===== config.mk =====
export PLATFORM = sky130hd
export DESIGN_NAME = fbfla_addr_unit
export DESIGN_NICKNAME = d
export VERILOG_FILES = /design/src/sv/fixed_block_free_list_allocator_core_assert.svh /design/src/sv/fbfla_pkg.sv /design/src/sv/fbfla_addr_unit.sv
export SDC_FILE = /design/constraint.sdc
export NUM_CORES = 1
export LEC_CHECK = 0
export BUFFER_PORTS_ARGS = -buffer_cell sky130_fd_sc_hd__buf_2
export CAP_MARGIN = 25
export CORE_UTILIZATION = 53
export DETAILED_ROUTE_END_ITERATION = 12
export PLACE_DENSITY = 0.73
export SYNTH_ARGS = -nofsm -noshare
export SYNTH_HDL_FRONTEND = slang
export SYNTH_SLANG_ARGS = --single-unit

===== constraint.sdc =====
create_clock -name clk -period 15.4 [get_ports clk]
set_input_delay 1.54 -clock clk [delete_from_list [all_inputs] [get_ports clk]]
set_output_delay 1.54 -clock clk [all_outputs]
set_load 0.005 [all_outputs]

===== src/sv/fixed_block_free_list_allocator_core_assert.svh =====
// Assertion macros for the block allocator core.
// SAME checks an implication in the same cycle, NEXT in the cycle after.
`ifndef FIXED_BLOCK_FREE_LIST_ALLOCATOR_CORE_ASSERT_SVH
`define FIXED_BLOCK_FREE_LIST_ALLOCATOR_CORE_ASSERT_SVH
`ifndef SYNTHESIS
`define FBFLA_ASSERT_SAME(label, ante, cons) \
  label: assert property (@(posedge clk) disable iff (rst) (ante) |-> (cons)) \
    else $error("allocator check failed");
`define FBFLA_ASSERT_NEXT(label, ante, cons) \
  label: assert property (@(posedge clk) disable iff (rst) (ante) |=> (cons)) \
    else $error("allocator check failed");
`else
`define FBFLA_ASSERT_SAME(label, ante, cons)
`define FBFLA_ASSERT_NEXT(label, ante, cons)
`endif
`endif


===== src/sv/fbfla_pkg.sv =====
`timescale 1ns / 1ps
`default_nettype none
package fbfla_pkg;

  // Field widths
  localparam int CMD_W      = 2;
  localparam int IN_IDX_W   = 10;
  localparam int OUT_IDX_W  = 10;
  localparam int OUT_ADDR_W = 32;
  localparam int STATUS_W   = 2;
  localparam int FREE_W     = 11;
  localparam int BCOUNT_W   = 11;
  localparam int BSIZE_W    = 17;
  localparam int BASE_W     = 32;
  localparam int CFG_IDX_W  = 2;
  localparam int CFG_DATA_W = 32;

  // Register reset values
  localparam logic [BCOUNT_W-1:0] BLOCK_COUNT_RST  = 11'd1024;
  localparam logic [BSIZE_W-1:0]  BLOCK_SIZE_RST   = 17'd64;
  localparam logic [BASE_W-1:0]   BASE_ADDRESS_RST = 32'd0;

  // Register indexes
  localparam logic [CFG_IDX_W-1:0] REG_BLOCK_COUNT  = 2'd0;
  localparam logic [CFG_IDX_W-1:0] REG_BLOCK_SIZE   = 2'd1;
  localparam logic [CFG_IDX_W-1:0] REG_BASE_ADDRESS = 2'd2;

  typedef enum logic [CMD_W-1:0] {
    CMD_ALLOC  = 2'd0,
    CMD_FREE   = 2'd1,
    CMD_REINIT = 2'd2,
    CMD_NOP    = 2'd3
  } cmd_t;

  typedef enum logic [STATUS_W-1:0] {
    ST_OK     = 2'd0,
    ST_EMPTY  = 2'd1,
    ST_RANGE  = 2'd2,
    ST_REINIT = 2'd3
  } status_t;

endpackage
`default_nettype wire


===== src/sv/fbfla_addr_unit.sv =====
`timescale 1ns / 1ps
`default_nettype none
module fbfla_addr_unit #(
  parameter int IDX_W      = 10,
  parameter int ADDR_WIDTH = 32
) (
  input  logic                           clk,
  input  logic                           rst,
  input  logic                           start,
  input  logic [IDX_W-1:0]               idx,
  input  logic [fbfla_pkg::BSIZE_W-1:0]  block_size,
  input  logic [fbfla_pkg::BASE_W-1:0]   base_address,
  output logic [ADDR_WIDTH-1:0]          addr
);
  import fbfla_pkg::*;

  localparam int PROD_W = IDX_W + BSIZE_W;

  logic              s1_valid;
  logic [PROD_W-1:0] prod;
  logic [BASE_W-1:0] base_q;
  logic [63:0]       sum_wide;

  // Stage one: index times block size
  always_ff @(posedge clk) begin
    if (rst) begin
      s1_valid <= 1'b0;
    end else begin
      s1_valid <= start;
    end
    if (start) begin
      prod   <= PROD_W'(idx) * PROD_W'(block_size);
      base_q <= base_address;
    end
  end

  assign sum_wide = 64'(base_q) + 64'(prod);

  // Stage two: add base, wrap to the address width, hold until the next start
  always_ff @(posedge clk) begin
    if (s1_valid) begin
      addr <= sum_wide[ADDR_WIDTH-1:0];
    end
  end

endmodule
`default_nettype wire


Word level (Yosys, flattened, before mapping) --
Cells that the tools add are included.
Cells by class: add/sub/neg operators 1, $mul 1
Operators with widths (number):
- adder 32 x 27 -> 32 bit | 1
- multiplier 10 x 17 -> 27 bit | 1
Storage, ports and cells: flip-flop bits (word level) 92, logic and storage cells 6

Longest topological paths before layout --
Gate-level depths: netlist of the first run.
depth in word-level cells 1, gate-level depth with buffers 21

Least setup slack after synthesis of the first run --
Ideal clock, no wire load.
kind input -> register, start point in idx[3], end point reg prod[24], data pin, arrival time 6301 ps, data required time 15138 ps, slack 8837 ps, cell stages on the path 21, path buffers 2, path through clkbuf_1 -> clkbuf_1 -> nand2_1 -> fa_1 -> inv_1 -> fa_1 -> inv_1 -> fa_1 -> inv_1 -> fa_1 -> inv_1 -> fa_1 -> inv_1 -> ha_1 -> nand2_1 -> o21ai_0 -> nand2_1 -> or3b_1 -> a21o_1 -> o21ai_1 -> xor2_1
On the way: cells in the longest elaborated chain, start to end 1
RTL lines:
- from (decl) | line fbfla_addr_unit.sv:10 | input logic [IDX_W-1:0] idx,
- multiplier 10 x 17 -> 27 bit | line fbfla_addr_unit.sv:32 | prod <= PROD_W'(idx) * PROD_W'(block_size);
- to (signal assigned) | line fbfla_addr_unit.sv:32
- to (decl) | line fbfla_addr_unit.sv:20 | logic [PROD_W-1:0] prod;
Every way passes these cells. A chain may end at the register's enable or synchronous reset.

Worst setup path in the final report of the first run --
start point in idx[3], end point reg prod[23], data pin
The elaborated chain is that of the path after synthesis.

==> metrics.md, run 1 <==
| Metric | Value |
|---|---|
| Number of global-route vias before repair | `7173` |
| Clock skew | `0.00536 ns` |
| Top cells by area, synth | `edfxtp_1, fa_1, ha_1, and2_1, inv_1` |
| Unrepaired setup endpoints after global routing | `false` |
| Grt ovf | `0` |
| Iter 0 DRT Violations | `369` |
| Post-CTS Setup Inserts | `0` |
| Maxcap violations | `0` |
| Hold Buf Count CTS | `0` |
| Layout area overhead | `9.34%` |
| I/O Buffers | `93` |
| Routed via count | `6984` |
| Clk buf depth | `2` |
| Most frequent cells in the layout | `inv_1, nand2_1, fa_1` |
| Wirelength per Cell | `15.3 um` |
| CTS Buf Count | `9` |
| ANT nets after route | `0` |
| Worst r2r path cells | `10` |
| Status | `finished, violations left` |
| Tmin final | `6.42 ns` |
| First-pass GRT wire length | `34100 um` |
| Hold Violations, Final | `0` |
| Final #Nets | `1322` |
| Die area | `19200 um^2` |
| Syn avg cell area | `10.1 um^2` |
| PnR worst setup slack | `8.98 ns` |
| # IOs | `94` |
| Setup slack at placement | `8.59 ns` |
| Die width | `139 um` |
| Seq/Total Area, Yosys | `0.278` |
| Max FO, Critical Path | `17` |
| # DRC | `14` |
| Clock root buffer | `clkbuf_16` |
| Synth cell types | `59` |
| Synth top area share | `0.276` |
| Max_slew headroom | `0.515` |
| Switch share | `0.454` |
| Fin util | `0.596` |
| Antenna cells | `0` |
| Detailed Route WL | `19700 um` |
| Top FF cell, synth | `edfxtp_1` |
| Syn nets | `1252` |
| Vias/cell | `5.43` |
| Synth Cell Area | `9890 um^2` |
| Worst-margin pin slew | `0.727 ns` |
| Ratio of cells with drive above 1 in the final layout | `0.116` |
| Register share of total power | `0.205` |
| Cell Int Power | `0.00118 W` |
| Post-synth EDFFs | `91` |
| Setup tns final | `0 ns` |
| Setup Crit Path Kind | `in -> reg` |
| Worst Path Arrival | `6.47 ns` |
| Fmax | `156 MHz` |
| Worst Path Required | `15.45 ns` |
| Largest net degree at the start of global routing | `61` |
| Most common cell after layout, fill and taps aside | `inv_1` |
| Clock Latency Late Sink | `0.34 ns` |
| Gpl congestion | `0.895` |
| Hold Path Class | `reg -> reg` |
| Failing checks | `DRC` |
| Die height | `139 um` |
| Max IR drop VDD | `0.109 mV` |
| Initial core utilization | `0.545` |
| Comb power frac | `0.698` |
| Yosys top cell by area | `edfxtp_1` |
| #FFs+latches synth | `92` |
| Final Cycle Share | `0.417` |
| Drt pass-1 iters | `8` |
| Share of synthesized registers carrying an async set or reset | `0` |
| Critical Path Start Type | `input port` |
| CTS HTree Levels | `3` |
| Synth warnings | `0` |
| CTS sink cnt | `92` |
| Initial antenna violation count | `0` |
| Clk network pwr share | `0.097` |
| Leak pwr | `5.00 nW` |
| CTS tree | `yes` |
| CTS clock-pin slew for the worst setup and hold paths | `0.06 ns` |
| Detail Placement HPWL | `15600 um` |
| Element type at the critical path end | `flop` |
| Post-Syn Instances | `982` |
| PD cells | `201 nW/um^2` |
| Overall routing resource usage | `0.219` |
| Setup Viol. Count Final | `0` |
| Hold Path Cell Cnt | `1` |
| Total core area | `18100 um^2` |
| Post-CTS sizing | `0` |
| Slew Limit Fails | `0` |
| Switching Power | `0.000985 W` |
| FP Rows | `49` |
| Total Power | `0.00217 W` |
==> cells by family (layout without fill, tap and decap cells) <==
logic type      Yosys count  count (layout)  share of synthesized area
mux                       2               2                    0.00203
buf+inv                 172             247                     0.0656
simple gates            296             296                      0.147
flops                    92              92                      0.278
fa+ha+maj               208             208                      0.354
compound gates          160             160                      0.107
xor+xnor                 52              52                     0.0461
==> final cells by class <==
class	instances	area [um^2]
fillers	1539	7340
repair buffers	95	480
clock buffers	10	229
flip-flops and latches	92	2750
clock inverters	6	65.1
inverters	136	510
multi-input cells	718	6480
well taps	229	287
==> final timing paths <==
kind                                     startpoint            endpoint  slack, ns
worst max-delay path                         idx[3]  prod[23]$_DFFE_PP_       8.98
worst min-delay path            base_q[0]$_DFFE_PP_   addr[0]$_DFFE_PP_       0.56
worst max register to register    prod[0]$_DFFE_PP_  addr[24]$_DFFE_PP_      12.63
worst min register to register  base_q[0]$_DFFE_PP_   addr[0]$_DFFE_PP_       0.56
==> cells in the mapped netlist, types with 3 or more instances <==
library cell	number
a211oi_1	6
edfxtp_1	91
a21bo_2	3
nor2b_1	7
inv_1	136
o21ai_0	29
and3_1	8
a21o_1	13
a31oi_1	11
nand2_1	129
o21a_1	3
xor2_1	16
nor2_1	29
o21bai_1	7
o211ai_1	9
xnor2_1	36
nand3_1	6
clkbuf_1	34
nor3_1	7
and2_1	89
fa_1	119
ha_1	89
nand4_1	8
a21oi_1	50
==> flip-flops by register name (all words and copies together) (netlist names) <==
name	cells
addr	32
base_q	32
prod	27
s1_valid	1
==> layer usage <==
layer / vias to the layer above / routed length [um] / global-route usage
met5: - / 0 / 0
met2: 231 / 9580 / 0.371
li1: 3393 / - / -
met3: 20 / 1120 / 0.0166
met4: 0 / 280 / 0.0585
met1: 3340 / 8750 / 0.305
==> power groups by stage <==
stage               sequential (W)  combinational, W  clock (W)
floorplan                 0.000452           0.00117          0
global placement          0.000450           0.00150          0
detailed placement        0.000450           0.00151          0
CTS                       0.000446           0.00152   0.000215
global route              0.000452           0.00173   0.000223
finish                    0.000445           0.00151   0.000209
==> through the flow <==
| step | area [um^2] | instances | hold WS, ns |
|---|---|---|---|
| 5_1_grt | 10800 | 1286 | 0.580 |
| 6_report | 10800 | 1286 | 0.564 |
| 4_1_cts | 10800 | 1286 | 0.563 |
| 2_1_floorplan | 9890 | 982 | 0.513 |
| 3_5_place_dp | 10500 | 1270 | 0.535 |
| 3_3_place_gp | 10500 | 1270 | 0.535 |
==> critical path, stage by stage <==
cell and delay [ns]:
buf_2 0.30, nand2_1 0.13, fa_1 0.55, inv_1 0.05, fa_1 0.45, ha_1 0.33
fa_1 0.55, inv_1 0.06, fa_1 0.52, inv_1 0.04, ha_1 0.33, nand3_1 0.09
o21ai_0 0.43, a31oi_1 0.27, o41ai_1 0.60, o211ai_1 0.20
Note: power is estimated with default switching activity, not from simulation.
==> run 2: changes to the inputs <==
- PLACE_DENSITY: 0.73 -> 0.75
- clock period: 15.4 -> 5.5 ns (I/O delays scaled with it)
==> run 2 against run 1 <==
The run still ends with DRC left. Non-clock buffer count up 33. Worst hold slack worse by 0.19 ns. Clock power rose to 2.7 times the previous value. Via count up 1.9%.
==> metrics.md, run 2 (same netlist as run 1, synthesis figures left out) <==
| Metric | Value |
|---|---|
| Fin util | `0.608 (was 0.596)` |
| Detail Placement HPWL | `16400 um (was 15600 um)` |
| Worst flop-to-flop path startpoint | `prod[0]$_DFFE_PP_ (unchanged)` |
| RR Endpoint | `addr[24]$_DFFE_PP_ (unchanged)` |
| Setup Viol. Count Final | `0 (unchanged)` |
| Hold Path End | `base_q[31]$_DFFE_PP_ (was addr[0]$_DFFE_PP_)` |
| Detailed Route WL | `19800 um (was 19700 um)` |
| Unrepaired setup endpoints after global routing | `false (unchanged)` |
| Largest registers | `addr x32, base_q x32, prod x27 (unchanged)` |
| Initial core utilization | `0.545 (unchanged)` |
| Leak pwr | `5.16 nW (was 5.00 nW)` |
| Layout area overhead | `11.7% (was 9.34%)` |
| Final Cycle Share | `0.938` |
| Post-CTS sizing | `0 (unchanged)` |
| Antenna cells | `0 (unchanged)` |
| Vias/cell | `5.40 (was 5.43)` |
| Setup Crit Path Kind | `in -> reg (unchanged)` |
| Iter 0 DRT Violations | `385 (was 369)` |
| Largest stage delay on the critical path | `0.54 ns (was 0.60 ns)` |
| Number of global-route vias before repair | `7266 (was 7173)` |
| Worst reg2reg setup slack | `2.68 ns (was 12.63 ns)` |
| FP Rows | `49 (unchanged)` |
| Tmin final | `5.16 ns` |
| Setup slack at placement | `-0.0177 ns (was 8.59 ns)` |
| I/O Buffers | `93 (unchanged)` |
| Worst Path Arrival | `5.25 ns (was 6.47 ns)` |
| Clk buf depth | `2 (unchanged)` |
| Maxcap violations | `0 (unchanged)` |
| Max IR drop VDD | `0.367 mV (was 0.109 mV)` |
| Total core area | `18100 um^2 (unchanged)` |
| Die area | `19200 um^2 (unchanged)` |
| Hold Path Class | `in -> reg (was reg -> reg)` |
| # DRC | `18 (was 14)` |
| CTS tree | `yes (unchanged)` |
| Failing checks | `DRC (unchanged)` |
| Gpl congestion | `0.892 (was 0.895)` |
| Hold Buf Count CTS | `0 (unchanged)` |
| Overall routing resource usage | `0.221 (was 0.219)` |
| Cell breakdown of the critical path | `buf_2, nand2_1, fa_1, inv_1, fa_1, inv_1, fa_1, inv_1, fa_1, inv_1, fa_1, inv_1, ha_1, nand2_1, o21ai_0, nand2_1, or3b_1, a21o_1, o21ai_1, xor2_1 (was buf_2, nand2_1, fa_1, inv_1, fa_1, ha_1, fa_1, inv_1, fa_1, inv_1, ha_1, nand3_1, o21ai_0, a31oi_1, o41ai_1, o211ai_1)` |
| Clock root buffer | `clkbuf_16 (unchanged)` |
| Die width | `139 um (unchanged)` |
| PD cells | `578 nW/um^2 (was 201 nW/um^2)` |
| Die height | `139 um (unchanged)` |
| Final #Nets | `1355 (was 1322)` |
| Initial antenna violation count | `0 (unchanged)` |
| Slowest-stage cell, CP | `fa_1 (was o41ai_1)` |
| CTS Buf Count | `9 (unchanged)` |
| PnR worst setup slack | `0.341 ns (was 8.98 ns)` |
| Worst r2r path cells | `10 (unchanged)` |
| Worst Hold Launch | `base_address[31] (was base_q[0]$_DFFE_PP_)` |
| Most common cell after layout, fill and taps aside | `inv_1 (unchanged)` |
| Filler cell count | `1542 (was 1539)` |
| Hold slack | `0.373 ns (was 0.564 ns)` |
| CTS HTree Levels | `3 (unchanged)` |
| Placed cell areas | `10800 um^2 (was 10500 um^2)` |
| Clock Latency Late Sink | `0.35 ns (was 0.34 ns)` |
| Wirelength per Cell | `15.0 um (was 15.3 um)` |
| Critical Path Start Type | `input port (unchanged)` |
| Hold Path Cell Cnt | `1 (unchanged)` |
| First-pass GRT wire length | `34100 um (about the same)` |
| Element type at the critical path end | `flop (unchanged)` |
| Drt pass-1 iters | `9 (was 8)` |
| Fmax | `194 MHz` |
| # IOs | `94 (unchanged)` |
| Clock skew | `0.00825 ns (was 0.00536 ns)` |
| Most frequent cells in the layout | `inv_1, nand2_1, fa_1 (unchanged)` |
| Slew Limit Fails | `0 (unchanged)` |
| Design area | `11000 um^2 (was 10800 um^2)` |
| Max_slew headroom | `0.517 (was 0.515)` |
| Worst Path Required | `5.59 ns (was 15.45 ns)` |
| Post-CTS Setup Inserts | `0 (unchanged)` |
| Max FO, Critical Path | `12 (was 17)` |
| CTS sink cnt | `92 (unchanged)` |
| CTS clock-pin slew for the worst setup and hold paths | `0.06 ns (about the same)` |
| Largest net degree at the start of global routing | `61 (unchanged)` |
| Grt ovf | `0 (unchanged)` |
| Ratio of cells with drive above 1 in the final layout | `0.144 (was 0.116)` |
| Status | `finished, violations left (unchanged)` |
| Hold Violations, Final | `0 (unchanged)` |
| ANT nets after route | `0 (unchanged)` |
| Total Power | `0.00638 W (was 0.00217 W)` |
| Routed via count | `7117 (was 6984)` |
| Worst-margin pin slew | `0.725 ns (was 0.727 ns)` |
run 2: cell count changes in the layout (fill, tap and decap cells not counted), sizes merged:
cell,delta
buf,+33
clkinv,+2
clkinvlp,-2
inv,+2
bufinv,-1
clkbuf,-1
run 2: how the worst max path moves through the flow:
| stage | start | to | slack, ns | cells past startpoint |
|---|---|---|---|---|
| after floorplan | idx[1] | prod[24]$_DFFE_PP_ | 0.009 | 21 |
| after detailed placement | idx[3] | prod[24]$_DFFE_PP_ | -0.02 | 20 |
| after CTS | idx[3] | prod[24]$_DFFE_PP_ | 0.35 | 20 |
| final | idx[3] | prod[24]$_DFFE_PP_ | 0.34 | 20 |
| after global placement | idx[3] | prod[24]$_DFFE_PP_ | 0.04 | 20 |
| after global routing | idx[2] | prod[26]$_DFFE_PP_ | 0.03 | 20 |
run 2: area by class of cell:
type / instances / area (um^2) / share of cell area
repair buffers: 128 / 728 / 0.0660
well taps: 229 / 287 / 0.0260
clock inverters: 7 / 51.3 / 0.00465
flip-flops and latches: 92 / 2750 / 0.249
clock buffers: 9 / 225 / 0.0204
multi-input cells: 718 / 6480 / 0.587
inverters: 136 / 510 / 0.0462
run 2: through the flow:
stage	std cells	TNS [ns]
3_3_place_gp	1303	0
5_1_grt	1319	0
6_report	1319	0
2_1_floorplan	982	0
4_1_cts	1319	0
3_5_place_dp	1303	-0.0177
run 2: power breakdown:
| part | total (W) | switching, W | internal, W |
|---|---|---|---|
| logic | 0.00457 | 0.00252 | 0.00205 |
| clock network | 0.000561 | 0.000254 | 0.000308 |
| registers | 0.00125 | 0.0000555 | 0.00119 |
| total | 0.00638 | 0.00283 | 0.00355 |
run 2: worst max-delay path, delay by kind of cell:
family | cells | cell delay [ns]
fa+ha+maj | 6 | 2.89
simple gates | 4 | 0.69
buf+inv | 6 | 0.51
compound gates | 3 | 0.51
xor+xnor | 1 | 0.08
run 2: metal layers:
metal	up-vias	global-route usage	wire [um]
li1	3472	-	-
met1	3407	0.296	8840
met2	214	0.372	9620
met3	24	0.0287	1020
met4	0	0.0716	335
met5	-	0	0
==> run 3: changes to the inputs <==
- CORE_UTILIZATION: 53 -> 44
- PLACE_DENSITY: 0.75 -> not set
- clock period: 5.5 -> 5.1 ns (I/O delays scaled with it)
==> run 3 against run 2 <==
The run still ends with DRC left. Setup slack worse by 0.17 ns. Register-to-register slack got worse by 0.34 ns. Sequential power up 8%. Cell count increased by 8.9%. Clock skew is essentially flat. Highest routed layer unchanged.
==> metrics.md, run 3 (same netlist as run 1, synthesis figures left out) <==
| Metric | Value |
|---|---|
| Die width | `152 um (was 139 um)` |
| CTS Buf Count | `9 (unchanged)` |
| Initial core utilization | `0.450 (was 0.545)` |
| Switching Power | `0.00331 W (was 0.00283 W)` |
| Worst flop-to-flop path startpoint | `prod[0]$_DFFE_PP_ (unchanged)` |
| Worst-margin pin slew | `0.734 ns (was 0.725 ns)` |
| CP endpoint | `prod[24]$_DFFE_PP_ (unchanged)` |
| FP Rows | `54 (was 49)` |
| Setup Crit Path Kind | `in -> reg (unchanged)` |
| Most frequent cells in the layout | `inv_1, nand2_1, fa_1 (unchanged)` |
| CTS tree | `yes (unchanged)` |
| Leak pwr | `5.55 nW (was 5.16 nW)` |
| I/O Buffers | `93 (unchanged)` |
| Clock Latency Late Sink | `0.34 ns (was 0.35 ns)` |
| Final #Nets | `1422 (was 1355)` |
| Antenna cells | `0 (unchanged)` |
| Iter 0 DRT Violations | `296 (was 385)` |
| Layout area overhead | `19.6% (was 11.7%)` |
| Switch share | `0.421 (was 0.444)` |
| Routed via count | `7122 (was 7117)` |
| Initial antenna violation count | `0 (unchanged)` |
| Status | `finished, violations left (unchanged)` |
| Crit path from | `idx[1] (was idx[3])` |
| Post-CTS sizing | `0 (unchanged)` |
| Failing checks | `DRC (unchanged)` |
| Largest net degree at the start of global routing | `61 (unchanged)` |
| Grt ovf | `0 (unchanged)` |
| Worst r2r path cells | `10 (unchanged)` |
| Element type at the critical path end | `flop (unchanged)` |
| Placed cell areas | `11400 um^2 (was 10800 um^2)` |
| Fin cells | `1437 (was 1319)` |
| Cells after DPL | `1421 (was 1303)` |
| Hold Violations, Final | `0 (unchanged)` |
| RR Endpoint | `addr[24]$_DFFE_PP_ (unchanged)` |
| Hold Buf Count CTS | `0 (unchanged)` |
| Clock skew | `0.00834 ns (was 0.00825 ns)` |
| Critical Path Start Type | `input port (unchanged)` |
| Fin util | `0.539 (was 0.608)` |
| Largest registers | `addr x32, base_q x32, prod x27 (unchanged)` |
| Final Cycle Share | `0.967` |
| Wirelength per Cell | `14.5 um (was 15.0 um)` |
| # DRC | `18 (unchanged)` |
| Slew Limit Fails | `0 (unchanged)` |
| Setup Viol. Count Final | `0 (unchanged)` |
| Maxcap violations | `0 (unchanged)` |
| Cell Int Power | `0.00455 W (was 0.00355 W)` |
| Total core area | `22000 um^2 (was 18100 um^2)` |
| Hold slack | `0.315 ns (was 0.373 ns)` |
| Clock root buffer | `clkbuf_16 (unchanged)` |
| # IOs | `94 (unchanged)` |
| Post-CTS Setup Inserts | `0 (unchanged)` |
| Max FO, Critical Path | `10 (was 12)` |
| Max IR drop VDD | `0.415 mV (was 0.367 mV)` |
| Total Power | `0.00786 W (was 0.00638 W)` |
| Worst Path Arrival | `5.02 ns (was 5.25 ns)` |
| Die area | `23100 um^2 (was 19200 um^2)` |
| CTS sink cnt | `92 (unchanged)` |
| Detail Placement HPWL | `17500 um (was 16400 um)` |
| Vias/cell | `4.96 (was 5.40)` |
| Worst reg2reg setup slack | `2.34 ns (was 2.68 ns)` |
| First-pass GRT wire length | `35600 um (was 34100 um)` |
| Die height | `152 um (was 139 um)` |
| Number of global-route vias before repair | `7430 (was 7266)` |
| Register share of total power | `0.171 (was 0.196)` |
| Design area | `11800 um^2 (was 11000 um^2)` |
| Max_slew headroom | `0.511 (was 0.517)` |
| Ratio of cells with drive above 1 in the final layout | `0.215 (was 0.144)` |
| Gpl congestion | `0.887 (was 0.892)` |
| CTS HTree Levels | `3 (unchanged)` |
| ANT nets after route | `0 (unchanged)` |
| Most common cell after layout, fill and taps aside | `inv_1 (unchanged)` |
| PD cells | `665 nW/um^2 (was 578 nW/um^2)` |
| Fmax | `203 MHz` |
| Hold Path Class | `in -> reg (unchanged)` |
| CTS clock-pin slew for the worst setup and hold paths | `0.06 ns (about the same)` |
| Detailed Route WL | `20900 um (was 19800 um)` |
| Drt pass-1 iters | `9 (unchanged)` |
| Worst Path Required | `5.19 ns (was 5.59 ns)` |
| Tmin final | `4.93 ns` |
| Clk network pwr share | `0.090 (was 0.088)` |
| Comb power frac | `0.739 (was 0.716)` |
| Clk buf depth | `2 (unchanged)` |
| Overall routing resource usage | `0.190 (was 0.221)` |
-- run 3: cell count changes in the layout (fill, tap and decap cells not counted), moves of 5 or more --
cell,change
buf_2,-9
a21oi_2,+9
ha_4,+5
a21oi_1,-9
ha_1,-7
buf_4,+70
clkbuf_4,+6
-- run 3: area by class of cell --
| class | count | area [um^2] |
|---|---|---|
| clock inverters | 7 | 100 |
| fillers | 2043 | 10100 |
| well taps | 280 | 350 |
| multi-input cells | 718 | 6630 |
| inverters | 136 | 510 |
| repair buffers | 195 | 1250 |
| flip-flops and latches | 92 | 2750 |
| clock buffers | 9 | 225 |
-- run 3: routing by layer --
layer,vias up,track usage,routed length [um]
met5,-,0,0
met2,121,0.323,9840
li1,3593,-,-
met4,0,0.0573,316
met1,3389,0.258,10100
met3,19,0.0163,579
-- run 3: worst min-delay path by stage --
| stage | to | slack [ns] | startpoint | cells past startpoint |
|---|---|---|---|---|
| after floorplan | addr[0]$_DFFE_PP_ | 0.51 | base_q[0]$_DFFE_PP_ | 1 |
| after global placement | addr[31]$_DFFE_PP_ | 0.55 | base_q[31]$_DFFE_PP_ | 1 |
| after detailed placement | addr[31]$_DFFE_PP_ | 0.56 | base_q[31]$_DFFE_PP_ | 1 |
| after CTS | s1_valid$_SDFF_PP0_ | 0.30 | rst | 2 |
| after global routing | s1_valid$_SDFF_PP0_ | 0.32 | rst | 2 |
| final | s1_valid$_SDFF_PP0_ | 0.31 | rst | 2 |
-- run 3: power groups by stage --
stage          Sequential (W)  Clock (W)  Combinational (W)
3_3_place_gp          0.00136          0            0.00547
2_1_floorplan         0.00136          0            0.00363
3_5_place_dp          0.00136          0            0.00552
5_1_grt               0.00137   0.000749            0.00655
4_1_cts               0.00135   0.000721            0.00556
6_report              0.00135   0.000704            0.00581
-- run 3: through the flow --
stage                     setup WS [ns]  setup TNS (ns)
after global routing            -0.0240         -0.0240
after global placement           -0.282           -2.43
final                             0.168               0
after detailed placement         -0.334           -3.01
after floorplan                 -0.0231         -0.0231
after CTS                        0.0252               0
-- run 3: worst max-delay path, stage by stage --
cell	delay (ns)
buf_4	0.18
buf_4	0.15
nand2_1	0.07
fa_1	0.55
inv_1	0.06
fa_1	0.49
fa_1	0.51
fa_1	0.49
inv_1	0.05
fa_1	0.47
inv_1	0.04
ha_1	0.31
buf_4	0.16
buf_4	0.14
a21oi_1	0.20
nor3b_1	0.23
a21o_1	0.20
o21ai_2	0.07
xor2_1	0.16
